$ cat src/hw/rtl/pwdr_pkg.sv
// shared types, constants and helpers for the period window duty regulator
// no dependencies; used by pwdr_core and period_window_duty_regulator_top
package pwdr_pkg;

    localparam logic [15:0] DUTY_STEP_RESET    = 16'd500;
    localparam logic [15:0] DUTY_CEILING_RESET = 16'hFDFF;
    localparam logic [15:0] DUTY_RESET         = 16'hDFFF;
    localparam logic [7:0]  UPPER_RESET        = 8'd55;
    localparam logic [7:0]  LOWER_RESET        = 8'd52;

    // configuration register indexes
    localparam logic CFG_DUTY_STEP    = 1'b0;
    localparam logic CFG_DUTY_CEILING = 1'b1;

    // action codes
    localparam logic ACT_SENSOR = 1'b0;
    localparam logic ACT_KEY    = 1'b1;

    // key codes
    localparam logic [1:0] KEY_RAISE = 2'd1;
    localparam logic [1:0] KEY_LOWER = 2'd2;

    // result kinds
    localparam logic KIND_PERIOD = 1'b0;
    localparam logic KIND_LOWER  = 1'b1;

    // period = elapsed / 500 = (elapsed >> 2) / 125, done as (x * 16778) >> 21
    localparam logic [14:0] PERIOD_RECIP = 15'd16778;
    localparam int          PERIOD_SHIFT = 21;

    typedef struct packed {
        logic        action;
        logic [15:0] timer_count;
        logic [1:0]  key_bits;
    } in_t;

    typedef struct packed {
        logic        result_kind;
        logic [15:0] duty;
        logic        status_led;
        logic [3:0]  digit_hundreds;
        logic [3:0]  digit_tens;
        logic [3:0]  digit_units;
    } out_t;

    typedef struct packed {
        logic [15:0] duty_value;
        logic [7:0]  upper_bound;
        logic [7:0]  lower_bound;
        logic        awaiting_stop;
        logic [15:0] start_count;
        logic        led_state;
    } state_t;

    typedef struct packed {
        logic [3:0] hundreds;
        logic [3:0] tens;
        logic [3:0] units;
    } digits_t;

    // decimal split of an 8-bit value through reciprocal multiplies
    function automatic digits_t split_digits(input logic [7:0] v);
        logic [13:0] h_prod;
        logic [15:0] t_prod;
        logic [1:0]  h;
        logic [4:0]  q10;
        logic [4:0]  tens_w;
        logic [7:0]  units_w;
        digits_t     d;
        h_prod  = 14'(v) * 14'd41;
        t_prod  = 16'(v) * 16'd205;
        h       = h_prod[13:12];
        q10     = t_prod[15:11];
        tens_w  = q10 - 5'(h) * 5'd10;
        units_w = v - 8'(q10) * 8'd10;
        d.hundreds = 4'(h);
        d.tens     = tens_w[3:0];
        d.units    = units_w[3:0];
        return d;
    endfunction

endpackage

$ cat src/hw/rtl/pwdr_core.sv
// next-state and result logic for one transaction of the regulator
// depends on pwdr_pkg
module pwdr_core (
    input  pwdr_pkg::in_t    item,
    input  pwdr_pkg::state_t cur,
    input  logic [15:0]      duty_step,
    input  logic [15:0]      duty_ceiling,
    output pwdr_pkg::state_t nxt,
    output pwdr_pkg::out_t   result,
    output logic             has_result
);

    logic [15:0]       elapsed;
    logic [28:0]       period_prod;
    logic [7:0]        period;
    logic [16:0]       duty_sum;
    logic [7:0]        shown;
    pwdr_pkg::digits_t digits;

    always_comb
    begin
        elapsed     = item.timer_count - cur.start_count;
        period_prod = 29'(elapsed[15:2]) * 29'(pwdr_pkg::PERIOD_RECIP);
        period      = period_prod[pwdr_pkg::PERIOD_SHIFT +: 8];
        duty_sum    = 17'(cur.duty_value) + 17'(duty_step);
    end

    always_comb
    begin
        nxt        = cur;
        has_result = 1'b0;
        shown      = period;
        if (item.action == pwdr_pkg::ACT_KEY)
        begin
            unique case (item.key_bits)
                pwdr_pkg::KEY_RAISE:
                begin
                    nxt.upper_bound = cur.upper_bound + 8'd1;
                    nxt.lower_bound = cur.lower_bound + 8'd1;
                end
                pwdr_pkg::KEY_LOWER:
                begin
                    nxt.upper_bound = cur.upper_bound - 8'd1;
                    nxt.lower_bound = cur.lower_bound - 8'd1;
                end
                default:
                begin
                end
            endcase
            has_result = 1'b1;
            shown      = nxt.lower_bound;
        end
        else if (!cur.awaiting_stop)
        begin
            nxt.start_count   = item.timer_count;
            nxt.awaiting_stop = 1'b1;
        end
        else
        begin
            priority if (period < cur.upper_bound && period > cur.lower_bound)
            begin
                nxt.led_state = 1'b1;
            end
            else if (period < cur.upper_bound)
            begin
                // decrement saturates at zero
                nxt.duty_value = (cur.duty_value > duty_step)
                                 ? cur.duty_value - duty_step : 16'd0;
                nxt.led_state  = 1'b0;
            end
            else if (cur.duty_value < duty_ceiling)
            begin
                nxt.duty_value = duty_sum[16] ? 16'hFFFF : duty_sum[15:0];
                nxt.led_state  = 1'b0;
            end
            else
            begin
            end
            nxt.awaiting_stop = 1'b0;
            has_result        = 1'b1;
        end
    end

    always_comb
    begin
        digits                = pwdr_pkg::split_digits(shown);
        result.result_kind    = (item.action == pwdr_pkg::ACT_KEY)
                                ? pwdr_pkg::KIND_LOWER : pwdr_pkg::KIND_PERIOD;
        result.duty           = nxt.duty_value;
        result.status_led     = nxt.led_state;
        result.digit_hundreds = digits.hundreds;
        result.digit_tens     = digits.tens;
        result.digit_units    = digits.units;
    end

endmodule

$ cat src/hw/rtl/period_window_duty_regulator_top.sv
// top level of the period window duty regulator: input register, state, result register
// depends on pwdr_pkg and pwdr_core
//
// channel  dir  handshake            payload
// in       in   in_valid / in_stall   pwdr_pkg::in_t
// out      out  out_valid / out_stall pwdr_pkg::out_t
// cfg      in   cfg_we                cfg_index, cfg_data
//
// one transaction per cycle while out does not stall; an accepted input is held in
// the input register, then its result loads the result register and out_valid rises
// a start edge gives no result and leaves the input register even while out stalls
// rst_n restores the bounds, duty, step and ceiling and empties both registers
// a stalled result holds; the input register keeps draining into it when it frees
module period_window_duty_regulator_top (
    input  logic           clk,
    input  logic           rst_n,
    input  logic           in_valid,
    output logic           in_stall,
    input  pwdr_pkg::in_t  in_data,
    output logic           out_valid,
    input  logic           out_stall,
    output pwdr_pkg::out_t out_data,
    input  logic           cfg_we,
    input  logic           cfg_index,
    input  logic [15:0]    cfg_data
);

    pwdr_pkg::in_t    item_reg;
    logic             item_valid_reg;
    pwdr_pkg::state_t state_reg;
    pwdr_pkg::state_t state_next;
    pwdr_pkg::out_t   out_reg;
    pwdr_pkg::out_t   out_next;
    logic             out_valid_reg;
    logic [15:0]      step_reg;
    logic [15:0]      ceiling_reg;
    logic             has_result;
    logic             out_free;
    logic             advance;
    logic             in_take;

    pwdr_core u_core (
        .item         (item_reg),
        .cur          (state_reg),
        .duty_step    (step_reg),
        .duty_ceiling (ceiling_reg),
        .nxt          (state_next),
        .result       (out_next),
        .has_result   (has_result)
    );

    assign out_free  = !out_valid_reg || !out_stall;
    assign advance   = item_valid_reg && (!has_result || out_free);
    assign in_stall  = item_valid_reg && !advance;
    assign in_take   = in_valid && !in_stall;
    assign out_valid = out_valid_reg;
    assign out_data  = out_reg;

    always_ff @(posedge clk or negedge rst_n)
    begin
        if (!rst_n)
        begin
            item_valid_reg          <= 1'b0;
            out_valid_reg           <= 1'b0;
            step_reg                <= pwdr_pkg::DUTY_STEP_RESET;
            ceiling_reg             <= pwdr_pkg::DUTY_CEILING_RESET;
            state_reg.duty_value    <= pwdr_pkg::DUTY_RESET;
            state_reg.upper_bound   <= pwdr_pkg::UPPER_RESET;
            state_reg.lower_bound   <= pwdr_pkg::LOWER_RESET;
            state_reg.awaiting_stop <= 1'b0;
            state_reg.start_count   <= 16'd0;
            state_reg.led_state     <= 1'b0;
        end
        else
        begin
            if (cfg_we)
            begin
                unique case (cfg_index)
                    pwdr_pkg::CFG_DUTY_STEP:    step_reg    <= cfg_data;
                    pwdr_pkg::CFG_DUTY_CEILING: ceiling_reg <= cfg_data;
                    default:                    step_reg    <= step_reg;
                endcase
            end
            if (in_take)
            begin
                item_valid_reg <= 1'b1;
            end
            else if (advance)
            begin
                item_valid_reg <= 1'b0;
            end
            if (advance)
            begin
                state_reg <= state_next;
            end
            if (advance && has_result)
            begin
                out_valid_reg <= 1'b1;
            end
            else if (!out_stall)
            begin
                out_valid_reg <= 1'b0;
            end
        end
    end

    // payload registers
    always_ff @(posedge clk)
    begin
        if (in_take)
        begin
            item_reg <= in_data;
        end
        if (advance && has_result)
        begin
            out_reg <= out_next;
        end
    end

endmodule
$ cat config.mk
export PLATFORM = sky130hd
export DESIGN_NAME = period_window_duty_regulator_top
export DESIGN_NICKNAME = d
export VERILOG_FILES = /design/src/hw/rtl/pwdr_pkg.sv /design/src/hw/rtl/pwdr_core.sv /design/src/hw/rtl/period_window_duty_regulator_top.sv
export SDC_FILE = /design/constraint.sdc
export NUM_CORES = 1
export LEC_CHECK = 0
export BUFFER_PORTS_ARGS = -buffer_cell sky130_fd_sc_hd__buf_2
export CAP_MARGIN = 20
export CORE_UTILIZATION = 40
export CTS_BUF_LIST = sky130_fd_sc_hd__clkbuf_4 sky130_fd_sc_hd__clkbuf_8
export DETAILED_ROUTE_END_ITERATION = 7
export GPL_TIMING_DRIVEN = 0
export SYNTH_ARGS = -nofsm -noshare
export SYNTH_HDL_FRONTEND = slang
export SYNTH_HIERARCHICAL = 1
export SYNTH_SLANG_ARGS = --single-unit
$ cat constraint.sdc
create_clock -name clk -period 19.1 [get_ports clk]
set_clock_uncertainty 0.2 [all_clocks]
set_input_delay 1.91 -clock clk [delete_from_list [all_inputs] [get_ports clk]]
set_output_delay 1.91 -clock clk [all_outputs]
set_load 0.1 [all_outputs]
==> qor.yml <==
status: "complete, no violations"
clock_path_buffers: 2
grt_pass1_vias: 10732
synth-edff-count: 49
dp_hpwl_um: 26800
hold_viol: 0
ys_types: 83
cts_tree: "yes"
slowest_delay_ns: 0.61
slew_headroom_pct: 28.3
path_delay_family: "adder cells"
n_antenna_cell: 0
nFillCells: 3405
regToRegSetupSlack_ns: 5.71
min_path_type: "reg -> reg"
drtAntennaViolNets: 0
antenna_found_initial: 0
drt_wl_total_um: 33900
drive_above_1_share_pct: 18.9
rsz0062_at_grt: "false"
core_um2: 34700
globalRouteTotalUtil_pct: 19.3
worst-path-stages: 49
grt_max_degree: 53
area_delta_synth_final_pct: 9.99
ys_warn_count: 6
crit_path_start: "state_reg[2]$_DFFE_PN0P_"
dieArea_um2: 36200
cts_hold_buf: 0
fmax_ghz: 0.0747
syn_area_um2: 14200
grt_pass1_wl_um: 55200
cp-end-kind: "flip-flop"
final_nets: 1919
drc: 0
min_from: "ceiling_reg[9]$_DFFE_PN0P_"
viasPerCell: 5.35
critPathSlowestCell: "a2111oi_0"
yosysSeqAreaShare_pct: 25.6
largest_reg_flops: 50
worst_slew_pin_slew_ns: 1.06
worst_setup_path_start_kind: "flip-flop"
period_minus_slack_ns: 13.39
crit_arrival_ns: 13.42
initial_core_util_pct: 40.9
vias: 11019
root_buffer: "clkbuf_8"
syn-instance-count: 1499
numCtsBuffers: 17
die_w_um: 190
syn_area_per_cell_um2: 9.46
die_h_um: 190
fin_crit_sh_pct: 70.1
path_common_cell: "ha_1"
reg2reg_depth: 49
crit_path_max_fanout: 5
gp_congestion: 0.921
first_iter_violations: 616
wl_per_cell_um: 16.5
dr.pass1.iters: 5
synthArstFlopShare_pct: 63.2
htreeDepth: 4
worstReg2RegStart: "state_reg[2]$_DFFE_PN0P_"
fin_tns_setup_ns: 0
cts_resized: 0
clkSlewWorstSetupHoldPaths_ns: 0.09
postCtsSetupBuffers: 0
synth_flop_cell: "edfxtp_1"
clock-sinks: 133
io_buffers: 71
reg2reg_to: "out_data[7]$_DFFE_PP_"
ys_ff_latch: 133
critPathRequiredTime_ns: 19.13
ios: 73
clock_latency_ns: 0.48
critPathCapture: "out_data[7]$_DFFE_PP_"
drv_slew: 0
critical_path_buf_inv_count: 6
gr-total-overflow: 0
setup_viol: 0
fp-row-count: 68
max-cap-violations: 0
criticalPathCategory: "reg -> reg"
-- per-layer routing --
metal	part of all wire, %	vias up	GRT usage, %
li1	-	5420	-
met1	50	5389	27.6
met2	46	186	30.6
met3	3.4	24	2.52
met4	1.1	0	4.74
met5	0	-	0
-- how the worst min path moves through the flow --
stage	to	slack [ns]	cells past startpoint
finish	ceiling_reg[9]$_DFFE_PN0P_	0.31	1
global route	ceiling_reg[9]$_DFFE_PN0P_	0.34	1
CTS	ceiling_reg[9]$_DFFE_PN0P_	0.32	1
detailed placement	ceiling_reg[9]$_DFFE_PN0P_	0.30	1
global placement	ceiling_reg[9]$_DFFE_PN0P_	0.29	1
floorplan	ceiling_reg[9]$_DFFE_PN0P_	0.28	1
-- synth_stat cells (all sizes together), types with 6 or more instances --
cell type | instances | share of area [%]
edfxtp | 49 | 10
o211ai | 55 | 4.7
nand2 | 109 | 2.9
and2 | 9 | 0.40
a21o | 19 | 1.0
or2 | 6 | 0.26
o21ai | 66 | 2.4
nor3 | 11 | 0.39
nand3 | 10 | 0.35
ha | 246 | 22
a21oi | 66 | 2.3
inv | 194 | 5.1
nand4 | 61 | 2.7
nor2 | 68 | 1.8
xor2 | 14 | 0.92
buf | 44 | 2.3
o21bai | 14 | 0.74
or3 | 8 | 0.35
fa | 39 | 5.5
dfrtp | 40 | 7.1
xnor2 | 58 | 3.6
o21a | 14 | 0.74
mux2 | 37 | 3.2
nand2b | 68 | 3.0
nor2b | 15 | 0.66
a22oi | 6 | 0.35
clkbuf | 39 | 1.0
dfstp | 44 | 8.2
a31oi | 14 | 0.77
-- cells by family after synthesis --
kind of cell    after synthesis  share of synthesized area (%)
simple gates                385                           13.9
buf+inv                     277                           8.49
fa+ha+maj                   285                           27.2
xor+xnor                     72                           4.50
compound gates              304                           16.8
flops                       133                           25.6
other cells                   1                         0.0264
mux                          42                           3.55
-- placed cells by master (no fill, tap or decap), drive strengths merged, types with 6 or more instances in the layout --
cell,n
a21oi,66
o21ai,66
nor2b,15
ha,246
nand4,61
buf,118
fa,39
xnor2,58
xor2,14
or2,6
o21bai,14
dfstp,44
o211ai,55
a21o,19
a22oi,6
nand2b,68
o21a,14
or3,8
nor3,11
nand2,109
mux2,37
clkbuf,58
nor2,68
a31oi,14
and2,9
edfxtp,49
inv,198
dfrtp,40
nand3,10
-- stage by stage --
step                      std cells  utilization, %  worst slack [ns]  hold slack (ns)  cell area, um^2
final                          2061            44.9              5.71            0.312            15600
after global placement         2026            43.5              5.83            0.292            15100
after CTS                      2060            44.9              5.71            0.317            15600
after floorplan                1500               -              7.48            0.279            14200
after detailed placement       2028            43.7              5.78            0.298            15200
after global routing           2061            44.9              4.95            0.341            15600
-- layout make-up --
| type | count | area (um^2) | area share, % |
|---|---|---|---|
| Buffer | 83 | 475 | 3.05 |
| Clock buffer | 19 | 249 | 1.60 |
| Clock inverter | 13 | 171 | 1.10 |
| Inverter | 194 | 728 | 4.67 |
| Multi-Input combinational cell | 1090 | 9370 | 60.0 |
| Sequential cell | 133 | 3630 | 23.3 |
| Tap cell | 455 | 569 | 3.65 |
| Timing Repair Buffer | 74 | 413 | 2.65 |
Power is left out: the tool's default activity adds up to more than one toggle a clock period on the data nets, which glitch-free logic cannot reach.
